[src/rtl/mbe_pkg.sv]
// ----------------------------------------------------------------------------
// mbe_pkg: shared types and constants for the escape-time core
// Fixed-point widths, register indexes, the queued job record and the
// saturation helper used by the coordinate mapper and the iteration engine.
// ----------------------------------------------------------------------------
package mbe_pkg;

	localparam int COORD_BITS = 12;
	localparam int FRAC_BITS  = 28;

	localparam int ITER_W     = 16;
	localparam int ORIGIN_W   = 32;
	localparam int STEP_W     = 31;
	localparam int Z_W        = 32;

	localparam int CFG_IDX_W  = 3;
	localparam int CFG_DATA_W = 32;

	localparam logic [CFG_IDX_W-1:0] REG_MAX_ITER  = 3'd0;
	localparam logic [CFG_IDX_W-1:0] REG_RE_ORIGIN = 3'd1;
	localparam logic [CFG_IDX_W-1:0] REG_IM_ORIGIN = 3'd2;
	localparam logic [CFG_IDX_W-1:0] REG_RE_STEP   = 3'd3;
	localparam logic [CFG_IDX_W-1:0] REG_IM_STEP   = 3'd4;

	localparam logic [ITER_W-1:0]     MAX_ITER_RST  = 16'd4096;
	localparam logic [ORIGIN_W-1:0]   RE_ORIGIN_RST = 32'hE000_0000;
	localparam logic [ORIGIN_W-1:0]   IM_ORIGIN_RST = 32'hECCC_CCCD;
	localparam logic [STEP_W-1:0]     RE_STEP_RST   = 31'd419430;
	localparam logic [STEP_W-1:0]     IM_STEP_RST   = 31'd596523;

	// pixel * step product and origin + product sum
	localparam int PROD_W = COORD_BITS + STEP_W;
	localparam int SUM_W  = PROD_W + 2;

	// shifted squares and cross term, with headroom for the z update sums
	localparam int MAG_W  = 2 * Z_W - FRAC_BITS + 2;
	localparam logic [MAG_W-1:0] MAG_FOUR = MAG_W'(4) << FRAC_BITS;

	localparam int SAT_W  = (MAG_W > SUM_W) ? MAG_W : SUM_W;

	localparam int QUEUE_DEPTH = 2;
	localparam int QPTR_W      = $clog2(QUEUE_DEPTH);
	localparam int QCNT_W      = $clog2(QUEUE_DEPTH + 1);

	// input stage + queue + engine + output register
	localparam int OUTSTANDING_MAX = QUEUE_DEPTH + 3;
	localparam int PEND_W          = $clog2(OUTSTANDING_MAX + 1);

	typedef struct packed {
		logic [COORD_BITS-1:0] x;
		logic [COORD_BITS-1:0] y;
		logic signed [Z_W-1:0] cr;
		logic signed [Z_W-1:0] ci;
	} mbe_job_t;

	typedef enum logic [1:0] {
		ENG_IDLE,
		ENG_MUL,
		ENG_CHK,
		ENG_OUT
	} mbe_eng_state_t;

	function automatic logic signed [Z_W-1:0] sat32(input logic signed [SAT_W-1:0] v);
		logic signed [Z_W-1:0] r;
		if (v[SAT_W-1:Z_W-1] == '0 || v[SAT_W-1:Z_W-1] == '1) begin
			r = v[Z_W-1:0];
		end else if (v[SAT_W-1]) begin
			r = {1'b1, {(Z_W-1){1'b0}}};
		end else begin
			r = {1'b0, {(Z_W-1){1'b1}}};
		end
		return r;
	endfunction

endpackage

[src/rtl/mbe_front.sv]
// ----------------------------------------------------------------------------
// mbe_front: pixel intake and coordinate mapping
// Accepts a pixel, forms pixel * step per axis, then adds the origin with
// saturation and hands the finished job to the queue.
// ----------------------------------------------------------------------------
module mbe_front (
	input  logic                                 clk,
	input  logic                                 arst_n,
	input  logic                                 in_valid,
	output logic                                 in_ready,
	input  logic [mbe_pkg::COORD_BITS-1:0]       pixel_x,
	input  logic [mbe_pkg::COORD_BITS-1:0]       pixel_y,
	input  logic signed [mbe_pkg::ORIGIN_W-1:0]  re_origin,
	input  logic signed [mbe_pkg::ORIGIN_W-1:0]  im_origin,
	input  logic [mbe_pkg::STEP_W-1:0]           re_step,
	input  logic [mbe_pkg::STEP_W-1:0]           im_step,
	output logic                                 job_push,
	output mbe_pkg::mbe_job_t                    job,
	input  logic                                 job_ready
);
	import mbe_pkg::*;

	logic                  v_s1_q;
	logic [COORD_BITS-1:0] x_s1;
	logic [COORD_BITS-1:0] y_s1;
	logic [PROD_W-1:0]     prod_re_s1;
	logic [PROD_W-1:0]     prod_im_s1;
	logic signed [SUM_W-1:0] sum_re;
	logic signed [SUM_W-1:0] sum_im;

	assign job_push = v_s1_q && job_ready;
	assign in_ready = !v_s1_q || job_ready;

	always_ff @(posedge clk or negedge arst_n) begin
		if (!arst_n) begin
			v_s1_q <= 1'b0;
		end else if (in_ready) begin
			v_s1_q <= in_valid;
		end
	end

	always_ff @(posedge clk) begin
		if (in_valid && in_ready) begin
			x_s1       <= pixel_x;
			y_s1       <= pixel_y;
			prod_re_s1 <= PROD_W'(pixel_x) * PROD_W'(re_step);
			prod_im_s1 <= PROD_W'(pixel_y) * PROD_W'(im_step);
		end
	end

	assign sum_re = $signed({2'b00, prod_re_s1}) + SUM_W'(re_origin);
	assign sum_im = $signed({2'b00, prod_im_s1}) + SUM_W'(im_origin);

	always_comb begin
		job.x  = x_s1;
		job.y  = y_s1;
		job.cr = sat32(SAT_W'(sum_re));
		job.ci = sat32(SAT_W'(sum_im));
	end

endmodule

[config.mk]
export PLATFORM = sky130hd
export DESIGN_NAME = mbe_front
export DESIGN_NICKNAME = d
export VERILOG_FILES = /design/src/rtl/mbe_pkg.sv /design/src/rtl/mbe_front.sv
export SDC_FILE = /design/constraint.sdc
export NUM_CORES = 2
export LEC_CHECK = 0
export CORE_MARGIN = 8
export CORE_UTILIZATION = 35
export CTS_BUF_LIST = sky130_fd_sc_hd__clkbuf_8
export DETAILED_ROUTE_END_ITERATION = 12
export DONT_BUFFER_PORTS = 1
export GPL_ROUTABILITY_DRIVEN = 0
export MAX_ROUTING_LAYER = met4
export SLEW_MARGIN = 40
export SYNTH_ARGS = -nofsm -noshare
export SYNTH_HDL_FRONTEND = slang
export SYNTH_SLANG_ARGS = --single-unit
[constraint.sdc]
create_clock -name clk -period 9.95 [get_ports clk]
set_input_delay 0.4975 -clock clk [delete_from_list [all_inputs] [get_ports clk]]
set_output_delay 0.4975 -clock clk [all_outputs]
set_load 0.02 [all_outputs]
==> out/summary.txt <==
outcome = finished, final reports clean
layout net count = 4554
first-pass GRT wire length = 140.6 mm
worst vdd ir = 0.0002928 V
critical-path maximum fanout = 12
Fillers = 9452
r2r worst-path depth = 4
leading area contributor after synthesis = fa_1
CP bufs+invs = 3
post-route minimum period = 5970 ps
Reg2Reg Setup Slack = 7580 ps
1st-iter DRT viols = 1490
cells along the critical path = nand2_1 > fa_1 > fa_1 > fa_1 > inv_1 > fa_1 > inv_1 > fa_1 > inv_1 > ha_1 > o21a_1 > o21ai_0 > a21oi_1 > o221ai_1 > o311ai_1 > nand2_1 > o311a_1 > or2_1 > o21a_1 > o221a_2
Vias/cell = 5.248
post-cts resize count = 0
synthesized area = 32380 um^2
share of layout cells above drive strength 1 = 2.519%
CP max stage cell = fa_1
total track usage = 17.42%
setup violators final = 0
cell count after synthesis = 3738
leakage = 16.03 nW
core area = 91660 um^2
Detailed Place HPWL = 70.61 mm
Worst Hold Class = input pin to register
dpl cells = 4741
Synth Net Count = 4724
post-route non-filler standard cell count = 4768
max-cap violations = 0
io pins = 244
Synth Area per Inst = 8.664 um^2
H-tree lvl count = 3
initial antenna violation count = 9
Most Frequent Cell on Critical Path = fa_1
Crit path max-delay family = adder cells
RSZ-0062 raised after global routing = no
top cells by area, synth = fa_1, edfxtp_1, ha_1, inv_1, nand2_1
Port Buffers = 0
die width = 320.2 um
Seq cells post-synth = 111
Tightest Pin Transition = 827.5 ps
clk root buf = clkbuf_8
cell with the most instances after synthesis = inv_1
count of different cell masters after synthesis = 86
worst setup path class = input pin to register
PD cells = 377.8 nW/um^2
setup tns final = 0 ps
Critical Path AT = 6200 ps
WL per Instance = 18.38 um
largest net degree at the start of global routing = 57
Worst Setup End Kind = register
Synthesis Warnings = 0
final hold vios = 0
startpoint types = input pin
sequential cell area = 3328 um^2
DRT Wirelength = 87.63 mm
DR pass1 iterations = 8
sequential share of the synthesized area = 10.28%
clk_skew = 18.02 ps
area grow syn2layout = 3.682%
CTS tree = yes
Die Y = 320.2 um
Commonest cells post-synth = inv_1, nand2_1, fa_1, ha_1, and2_1
fmax = 0.1675 GHz
Tot Pwr = 12.69 mW
Initial Utilization = 35.33%
# rows = 111
Max Slew Vio Count = 0
worst path required time = 10180 ps
crit-path max cell delay = 560 ps
Max Root-Sink Buffers = 2
Post-synth EDFFs = 110
antenna-violating nets left = 0
GRT overflow = 0
CP Depth = 20
clock tree sinks = 111
hold_ws = 123.3 ps
clock slew at reported path FFs = 130 ps
Main synth FF type = edfxtp_1
total CTS buffers = 9
Min-Delay Path Depth = 0
# DRC = 0
multi-input logic area = 25940 um^2
relative slew slack = 43.96%
clk_lat worst skew = 460 ps
Final period util = 60.00%
Post-CTS Hold Fix Bufs = 1
Post-CTS Setup Bufs = 0
setup ws final = 3980 ps
share of the synthesized area in the top cell type = 35.98%
dpl ws = 3506 ps
vias = 25.02k
vias in the first global route = 25.48k
die area = 102500 um^2
async set-reset flop share out of synthesis = 0.9009%
## layout by cell type, fill, tap and decap left out, drive strengths merged, types with 32 or more instances in the layout
cell	n
ha	250
edfxtp	110
and2	246
nor3	32
xor2	52
nand2	659
fa	582
a21oi	155
nand4	33
o21ai	80
o311ai	37
a21o	96
xnor2	96
a31oi	33
nor2	88
inv	676
## cell families after synthesis
| logic type | Yosys count | synth area share, % |
|---|---|---|
| xor+xnor | 148 | 4.003 |
| fa+ha+maj | 832 | 45.64 |
| mux | 6 | 0.1855 |
| flops | 111 | 10.28 |
| simple gates | 1197 | 17.45 |
| compound gates | 580 | 12.34 |
| buf+inv | 864 | 10.11 |
## report_power, final
group | leakage [nW] | switching, mW | internal, mW | total (mW)
sequential | 1.06 | 0.0941 | 1.16 | 1.25
combinational | 14.9 | 6.63 | 4.51 | 11.1
clock | 0.0937 | 0.198 | 0.0973 | 0.296
## worst paths after layout
| check | from | endpoint |
|---|---|---|
| max reg2reg | v_s1_q | prod_re_s1[1] |
| max in group asynchronous | arst_n | v_s1_q |
| max | re_step[7] | prod_re_s1[40] |
| min in group asynchronous | arst_n | v_s1_q |
| min | pixel_x[4] | x_s1[4] |
| min reg2reg | v_s1_q | v_s1_q |
## layout make-up
type                    count  share of cell area, %
diodes                      9                0.06707
clock buffers               9                 0.3689
clock inverters             7                 0.1863
inverters                 672                  7.512
multi-input cells        2763                  77.24
flip-flops and latches    111                  9.912
well taps                1186                  4.419
repair buffers             11                 0.2907
## metrics by stage
stage,util (%),instance area (um^2)
finish,36.63,33580
global route,36.63,33580
CTS,36.56,33510
detailed placement,36.34,33310
global placement,36.23,33210
floorplan,-,32380
## state kept, by name, indices dropped and copies added (netlist names)
name	cells
prod_im_s1	43
prod_re_s1	43
x_s1	12
y_s1	12
v_s1_q	1
## per-layer routing
layer / vias up / GRT usage, % / routed length, um
li1: 11524 / - / -
met1: 12785 / 22.77 / 38950
met2: 632 / 28.24 / 42470
met3: 83 / 2.368 / 4442
met4: 0 / 5.061 / 1766
met5: - / - / 0
No activity file was read; power rests on OpenSTA's default activity.
