$ cat config.mk
export PLATFORM = sky130hd
export DESIGN_NAME = mbe_fifo
export DESIGN_NICKNAME = d
export VERILOG_FILES = /design/src/rtl/mbe_pkg.sv /design/src/rtl/mbe_fifo.sv
export SDC_FILE = /design/constraint.sdc
export NUM_CORES = 1
export LEC_CHECK = 0
export ABC_AREA = 1
export BUFFER_PORTS_ARGS = -buffer_cell sky130_fd_sc_hd__buf_4
export CORE_MARGIN = 1.5
export CORE_UTILIZATION = 47
export CTS_CLUSTER_SIZE = 24
export DETAILED_ROUTE_END_ITERATION = 8
export PLACE_DENSITY = 0.76
export SLEW_MARGIN = 20
export SYNTH_ARGS = -nofsm -noshare
export SYNTH_HDL_FRONTEND = slang
export SYNTH_SLANG_ARGS = --single-unit
$ cat constraint.sdc
create_clock -name clk -period 4.75 [get_ports clk]
set_input_delay 0.2375 -clock clk [delete_from_list [all_inputs] [get_ports clk]]
set_output_delay 0.2375 -clock clk [all_outputs]
set_load 0.03 [all_outputs]
$ cat src/rtl/mbe_pkg.sv
// ----------------------------------------------------------------------------
// mbe_pkg: shared types and constants for the escape-time core
// Fixed-point widths, register indexes, the queued job record and the
// saturation helper used by the coordinate mapper and the iteration engine.
// ----------------------------------------------------------------------------
package mbe_pkg;

	localparam int COORD_BITS = 12;
	localparam int FRAC_BITS  = 28;

	localparam int ITER_W     = 16;
	localparam int ORIGIN_W   = 32;
	localparam int STEP_W     = 31;
	localparam int Z_W        = 32;

	localparam int CFG_IDX_W  = 3;
	localparam int CFG_DATA_W = 32;

	localparam logic [CFG_IDX_W-1:0] REG_MAX_ITER  = 3'd0;
	localparam logic [CFG_IDX_W-1:0] REG_RE_ORIGIN = 3'd1;
	localparam logic [CFG_IDX_W-1:0] REG_IM_ORIGIN = 3'd2;
	localparam logic [CFG_IDX_W-1:0] REG_RE_STEP   = 3'd3;
	localparam logic [CFG_IDX_W-1:0] REG_IM_STEP   = 3'd4;

	localparam logic [ITER_W-1:0]     MAX_ITER_RST  = 16'd4096;
	localparam logic [ORIGIN_W-1:0]   RE_ORIGIN_RST = 32'hE000_0000;
	localparam logic [ORIGIN_W-1:0]   IM_ORIGIN_RST = 32'hECCC_CCCD;
	localparam logic [STEP_W-1:0]     RE_STEP_RST   = 31'd419430;
	localparam logic [STEP_W-1:0]     IM_STEP_RST   = 31'd596523;

	// pixel * step product and origin + product sum
	localparam int PROD_W = COORD_BITS + STEP_W;
	localparam int SUM_W  = PROD_W + 2;

	// shifted squares and cross term, with headroom for the z update sums
	localparam int MAG_W  = 2 * Z_W - FRAC_BITS + 2;
	localparam logic [MAG_W-1:0] MAG_FOUR = MAG_W'(4) << FRAC_BITS;

	localparam int SAT_W  = (MAG_W > SUM_W) ? MAG_W : SUM_W;

	localparam int QUEUE_DEPTH = 2;
	localparam int QPTR_W      = $clog2(QUEUE_DEPTH);
	localparam int QCNT_W      = $clog2(QUEUE_DEPTH + 1);

	// input stage + queue + engine + output register
	localparam int OUTSTANDING_MAX = QUEUE_DEPTH + 3;
	localparam int PEND_W          = $clog2(OUTSTANDING_MAX + 1);

	typedef struct packed {
		logic [COORD_BITS-1:0] x;
		logic [COORD_BITS-1:0] y;
		logic signed [Z_W-1:0] cr;
		logic signed [Z_W-1:0] ci;
	} mbe_job_t;

	typedef enum logic [1:0] {
		ENG_IDLE,
		ENG_MUL,
		ENG_CHK,
		ENG_OUT
	} mbe_eng_state_t;

	function automatic logic signed [Z_W-1:0] sat32(input logic signed [SAT_W-1:0] v);
		logic signed [Z_W-1:0] r;
		if (v[SAT_W-1:Z_W-1] == '0 || v[SAT_W-1:Z_W-1] == '1) begin
			r = v[Z_W-1:0];
		end else if (v[SAT_W-1]) begin
			r = {1'b1, {(Z_W-1){1'b0}}};
		end else begin
			r = {1'b0, {(Z_W-1){1'b1}}};
		end
		return r;
	endfunction

endpackage

$ cat src/rtl/mbe_fifo.sv
// ----------------------------------------------------------------------------
// mbe_fifo: short job queue
// Decouples coordinate mapping from the iteration engine.
// ----------------------------------------------------------------------------
module mbe_fifo (
	input  logic              clk,
	input  logic              arst_n,
	input  logic              push,
	input  mbe_pkg::mbe_job_t wr_job,
	output logic              not_full,
	input  logic              pop,
	output mbe_pkg::mbe_job_t rd_job,
	output logic              not_empty
);
	import mbe_pkg::*;

	mbe_job_t            slot_q [QUEUE_DEPTH];
	logic [QPTR_W-1:0]   wr_ptr_q;
	logic [QPTR_W-1:0]   rd_ptr_q;
	logic [QCNT_W-1:0]   count_q;
	logic                do_push;
	logic                do_pop;

	assign not_full  = count_q != QCNT_W'(QUEUE_DEPTH);
	assign not_empty = count_q != '0;
	assign do_push   = push && not_full;
	assign do_pop    = pop && not_empty;
	assign rd_job    = slot_q[rd_ptr_q];

	always_ff @(posedge clk or negedge arst_n) begin
		if (!arst_n) begin
			wr_ptr_q <= '0;
			rd_ptr_q <= '0;
			count_q  <= '0;
		end else begin
			if (do_push) begin
				wr_ptr_q <= (wr_ptr_q == QPTR_W'(QUEUE_DEPTH - 1)) ? '0 : wr_ptr_q + 1'b1;
			end
			if (do_pop) begin
				rd_ptr_q <= (rd_ptr_q == QPTR_W'(QUEUE_DEPTH - 1)) ? '0 : rd_ptr_q + 1'b1;
			end
			case ({do_push, do_pop})
				2'b10:   count_q <= count_q + 1'b1;
				2'b01:   count_q <= count_q - 1'b1;
				default: count_q <= count_q;
			endcase
		end
	end

	always_ff @(posedge clk) begin
		if (do_push) begin
			slot_q[wr_ptr_q] <= wr_job;
		end
	end

endmodule

==> results of run 1 <==
==> metrics by stage <==
stage	worst slack [ps]	hold slack, ps	utilization, %	area [sq um]	total power (uW)
final	2484	71.60	69.83	9656	6205
after global routing	2347	62.20	69.83	9656	6500
after CTS	2465	35.65	69.83	9656	6233
after detailed placement	2557	46.00	59.19	8184	4807
after global placement	2349	42.44	58.90	8144	4741
after floorplan	1144	-58.09	-	6616	3878
==> power groups by stage <==
stage | Sequential (uW) | Combinational [uW] | Clock, uW
CTS | 2250 | 2590 | 1390
floorplan | 2290 | 1590 | 0
global placement | 2270 | 2470 | 0
detailed placement | 2290 | 2520 | 0
global route | 2280 | 2760 | 1460
finish | 2260 | 2590 | 1360
==> flip-flops by register name, indices dropped and copies added, names as in the netlist <==
name      flops
rd_ptr_q      1
slot_q      176
count_q       2
wr_ptr_q      1
==> area by class of cell <==
cell class	count	area (sq um)
clock buffer	18	429.2
clock inverter	14	151.4
fill	897	4172
inverter	7	28.78
multi-input combinational	283	1097
sequential	180	5386
tap	180	225.2
timing repair buffer	275	2337
==> layer usage <==
metal / track usage [%] / part of all wire, % / up-vias
li1: - / - / 2195
met1: 23.11 / 39 / 2135
met2: 35.24 / 54 / 152
met3: 6.414 / 4.9 / 41
met4: 8.603 / 2.7 / 0
met5: 0 / 0 / -
==> Yosys cell counts <==
cell type  count  area, sq um
buf_2         14        70.07
nand4_1        1        6.260
dfrtp_1        4        100.1
a21oi_1        1        5.000
nand3_1        2        10.01
buf_4          3        22.52
edfxtp_1     176         5285
ha_1           1        12.51
xnor2_1        1        8.760
inv_1          6        22.52
inv_4          1        6.260
nor2_1         3        11.26
buf_6          2        22.52
nand2_1      274         1028
==> kinds of logic (layout without fill, tap and decap cells) <==
logic type,Yosys count,after routing,share of synthesized area [%]
and+or+nand+nor,280,280,15.97
AOI/OAI and AO/OA,1,1,0.07563
DFF,180,180,81.45
adders and majority gates,1,1,0.1892
xor gates and xnor gates,1,1,0.1325
buffers and inverters,26,314,2.176
==> path summary, 6_finish.rpt <==
check / from / slack [ps] / cells after the start / to
setup / recovery: rd_ptr_q / 2480 / 4 / rd_job[33]
hold / removal: push / 70 / 3 / wr_ptr_q
setup reg to reg: count_q[0] / 2520 / 6 / slot_q[1][6]
hold reg to reg: count_q[0] / 520 / 1 / count_q[0]
max in group asynchronous: arst_n / 4460 / 2 / rd_ptr_q
min in group asynchronous: arst_n / 160 / 2 / wr_ptr_q
==> critical path: cells and delay by family (launching register included) <==
family                 cells  cell delay (ps)
buffers and inverters      2              900
flip-flops                 1              380
AND/OR/NAND/NOR            2              270
==> summary.txt, run 1 <==
Worst Path Required - 4510 ps
Initial Util - 47.81%
CP arrival - 2030 ps
Most frequent cells in the layout - 274 x nand2_1, 182 x buf_4, 176 x edfxtp_1
Hpwl dp - 8.321 mm
Synth Cell Area - 6611 sq um
Seq pwr share - 36.4%
Clk sinks - 180
Inst Count DP - 836
Syn avg cell area - 13.52 sq um
Clk slew on worst S/H paths - 60 ps
Antenna-violating nets left - 0
Clk pwr share - 22.0%
Layout Nets - 857
Pre-antenna DRT Iters - 5
Total Routing Usage GR - 20.26%
WL final - 14.62 mm
Setup Fix Bufs, Post-CTS - 0
CP Cell Sequence - buf_4 > nand2_1 > nand2_1 > buf_4
Library cells used by synthesis - 14
Fmax - 441.4 MHz
Core area - 13,830 sq um
Max stage delay cell, worst path - buf_4
Final Non-Filler Cells - 957
I/O Buffers - 181
Synth Instances - 489
Crit-path max FO - 89
Crit Path Class - reg -> out
H-tree level count - 4
Diode count - 0
Die height - 121.6 um
Least-Margin Pin Slew - 942.8 ps
Top Ports - 182
Crit share post-route - 47.70%
Worst Skew - 5.707 ps
Clk buf depth - 2
Internal power - 3776 uW
Commonest non-fill, non-tap cell in the layout - nand2_1
Drt first-iter violations - 335
Max-slew violations - 0
Synth Register Bits - 180
Crit path time final - 2266 ps
Min-delay worst type - in -> reg
Root buffer cell - clkbuf_16
Final hold vios - 0
Max-cap viol count - 0
Total gr overflow - 0
Setup TNS - 0 ps
Net Sw Frac - 39.14%
Final setup viols - 0
Fraction of layout cells with a size suffix above 1 - 28.44%
Peak per-stage delay on the critical path - 730 ps
RSZ-0062 raised after global routing - no
DR vias/cell - 4.726
RePlAce Congestion - 0.7675
Power per Cell Area - 642.6 nW/um^2
Die Span X - 121.6 um
Seq/Total Area, Yosys - 81.45%
Post-CTS sizing - 0
Die area - 14,790 sq um
Vias - 4,523
Yosys Warn Count - 0
Slew HR - 37.15%
Vias in the first global route - 4,520
Kind of end point of the critical path - output port
Site Rows - 43
Clk_lat worst skew - 430 ps
Initial antenna violation count - 0
First-pass GRT wire length - 22.00 mm
Synthesis-to-finish area growth - 46.04%
Gate power share - 41.7%
Final routed DRC violation total - 0
Pin count of the biggest net entering global routing - 90
Sw power - 2428 uW
Peak VDD IR - 0.0006840 V
Routed len/inst - 15.28 um
Outcome - finished, final reports clean
Total CTS buffers - 17
Mapped Nets - 582
CP Launch Type - flop
CTS Hold Bufs - 89
TritonCTS clock tree - built
Lkg Pwr - 0.004113 uW
Note: power is estimated with default switching activity, not from simulation.
==> inputs of run 2 (changes only) <==
- clock period: 4.75 -> 1.95 ns (I/O delays scaled with it)
==> run 2 against run 1 <==
Compared with the run above:
- critical path depth increased by 1
- via count is 2.1% higher
- final area up 1.1%
- first-iteration DRC count decreased by 8.7%
- wire length up 0.80%
- worst setup slack got worse by 2400 ps
- hold slack better by 320 ps
- cell count increased by 0.31%
- total power up 150%
- clock power up 150%
- combinational power up 150%
- non-clock buffer count up 6
==> summary.txt, run 2 (same netlist as run 1, synthesis figures left out) <==
Site Rows - 43 (unchanged)
WL final - 14.74 mm (was 14.62 mm)
Top Registers - slot_q (176), count_q (2) (unchanged)
Fmax - 546.0 MHz
Crit-path max FO - 28 (was 89)
Final Non-Filler Cells - 960 (was 957)
Hpwl dp - 8.147 mm (was 8.321 mm)
CP delay by family, top - buffers and inverters (unchanged)
Slew HR - 73.51% (was 37.15%)
Clk sinks - 180 (unchanged)
I/O Buffers - 181 (unchanged)
Total Routing Usage GR - 20.39% (was 20.26%)
Initial antenna violation count - 0 (unchanged)
Die Span X - 121.6 um (unchanged)
Setup Fix Bufs, Post-CTS - 0 (unchanged)
Largest register FFs - 176 (unchanged)
Crit path buffers/inverters - 3 (was 2)
Drt first-iter violations - 306 (was 335)
Crit Path Class - reg -> out (unchanged)
Antenna-violating nets left - 0 (unchanged)
Synthesis-to-finish area growth - 47.67% (was 46.04%)
Crit path time final - 1832 ps
Total CTS buffers - 17 (unchanged)
Die area - 14,790 sq um (unchanged)
Worst Path Required - 1850 ps (was 4510 ps)
WP depth - 5 (was 4)
Total gr overflow - 0 (unchanged)
Layout Nets - 863 (was 857)
Root buffer cell - clkbuf_16 (unchanged)
Commonest non-fill, non-tap cell in the layout - nand2_1 (unchanged)
Pin count of the biggest net entering global routing - 90 (unchanged)
Clk slew on worst S/H paths - 60 ps (about the same)
TritonCTS clock tree - built (unchanged)
Lkg Pwr - 0.004158 uW (was 0.004113 uW)
DR vias/cell - 4.810 (was 4.726)
Final setup viols - 0 (unchanged)
FF-to-FF path depth - 5 (was 6)
Pre-antenna DRT Iters - 4 (was 5)
Vias in the first global route - 4,568 (was 4,520)
Final hold vios - 0 (unchanged)
RePlAce Congestion - 0.7149 (was 0.7675)
Final routed DRC violation total - 0 (unchanged)
H-tree level count - 4 (unchanged)
Initial Util - 47.81% (unchanged)
Core area - 13,830 sq um (unchanged)
Min-delay worst type - in -> reg (unchanged)
Least-Margin Pin Slew - 397.4 ps (was 942.8 ps)
Hold depth - 2 (was 3)
First-pass GRT wire length - 22.29 mm (was 22.00 mm)
Power per Cell Area - 1573 nW/um^2 (was 642.6 nW/um^2)
Max-slew violations - 0 (unchanged)
Worst Skew - 14.05 ps (was 5.707 ps)
Clk_lat worst skew - 430 ps (about the same)
Clk buf depth - 2 (unchanged)
Outcome - finished, final reports clean (unchanged)
Peak per-stage delay on the critical path - 510 ps (was 730 ps)
Vias - 4,618 (was 4,523)
Diode count - 0 (unchanged)
Die height - 121.6 um (unchanged)
Peak VDD IR - 0.0009114 V (was 0.0006840 V)
Max stage delay cell, worst path - dfrtp_4 (was buf_4)
Inst Count DP - 839 (was 836)
Routed len/inst - 15.35 um (was 15.28 um)
Crit share post-route - 93.93%
Reg with most FFs - slot_q (unchanged)
Fraction of layout cells with a size suffix above 1 - 28.59% (was 28.44%)
CP Cell Sequence - inv_6 > buf_4 > nand2_1 > nand2_1 > buf_4 (was buf_4 > nand2_1 > nand2_1 > buf_4)
CP Launch Type - flop (unchanged)
RSZ-0062 raised after global routing - no (unchanged)
Kind of end point of the critical path - output port (unchanged)
Max-cap viol count - 0 (unchanged)
CP arrival - 1730 ps (was 2030 ps)
Most frequent cells in the layout - 272 x nand2_1, 183 x buf_4, 176 x edfxtp_1 (was 274 x nand2_1, 182 x buf_4, 176 x edfxtp_1)
Final Util - 70.61% (was 69.83%)
Top Ports - 182 (unchanged)
[run 2: path summary, 6_finish.rpt]
path	endpoint	slack, ps	startpoint
max reg2reg	slot_q[0][54]	460	count_q[0]
min in group asynchronous	count_q[1]	620	arst_n
max	rd_job[27]	120	rd_ptr_q
min reg2reg	count_q[0]	570	count_q[0]
max in group asynchronous	rd_ptr_q	1130	arst_n
min	slot_q[1][12]	390	wr_job[12]
[run 2: metrics by stage]
stage | total power, uW | setup WS (ps) | hold WS [ps] | area, sq um | setup TNS [ps]
2_1_floorplan | 9452 | -448.7 | -198.1 | 6641 | -76560
3_3_place_gp | 11710 | 523.0 | -104.2 | 8249 | 0
3_5_place_dp | 11840 | 479.2 | -103.4 | 8249 | 0
4_1_cts | 15380 | 18.99 | 376.4 | 9761 | 0
5_1_grt | 16070 | 26.27 | 387.1 | 9763 | 0
6_report | 15350 | 118.4 | 392.6 | 9763 | 0
[run 2: what timing repair did]
item                       4_1_cts  5_1_grt
hold buffers                    92        0
gates resized for setup          0        1
hold endpoints to repair       182        0
setup endpoints to repair        0       19
[run 2: report_power, final]
| part | total, uW | internal (uW) | switching (uW) |
|---|---|---|---|
| registers | 5530 | 5280 | 250 |
| clock network | 3400 | 2100 | 1300 |
| logic | 6420 | 2120 | 4300 |
[run 2: final cells by class]
cell class | count | area (sq um)
multi-input combinational | 283 | 1112
inverter | 7 | 31.28
fill | 875 | 4064
tap | 180 | 225.2
sequential | 180 | 5389
clock inverter | 12 | 165.2
timing repair buffer | 281 | 2415
clock buffer | 17 | 425.4
[run 2: metal layers]
layer | share of wire, % | up-vias | GRT usage, %
li1 | - | 2207 | -
met1 | 38 | 2196 | 22.05
met2 | 53 | 184 | 36.44
met3 | 7.2 | 31 | 6.414
met4 | 2.1 | 0 | 9.485
met5 | 0 | - | 0
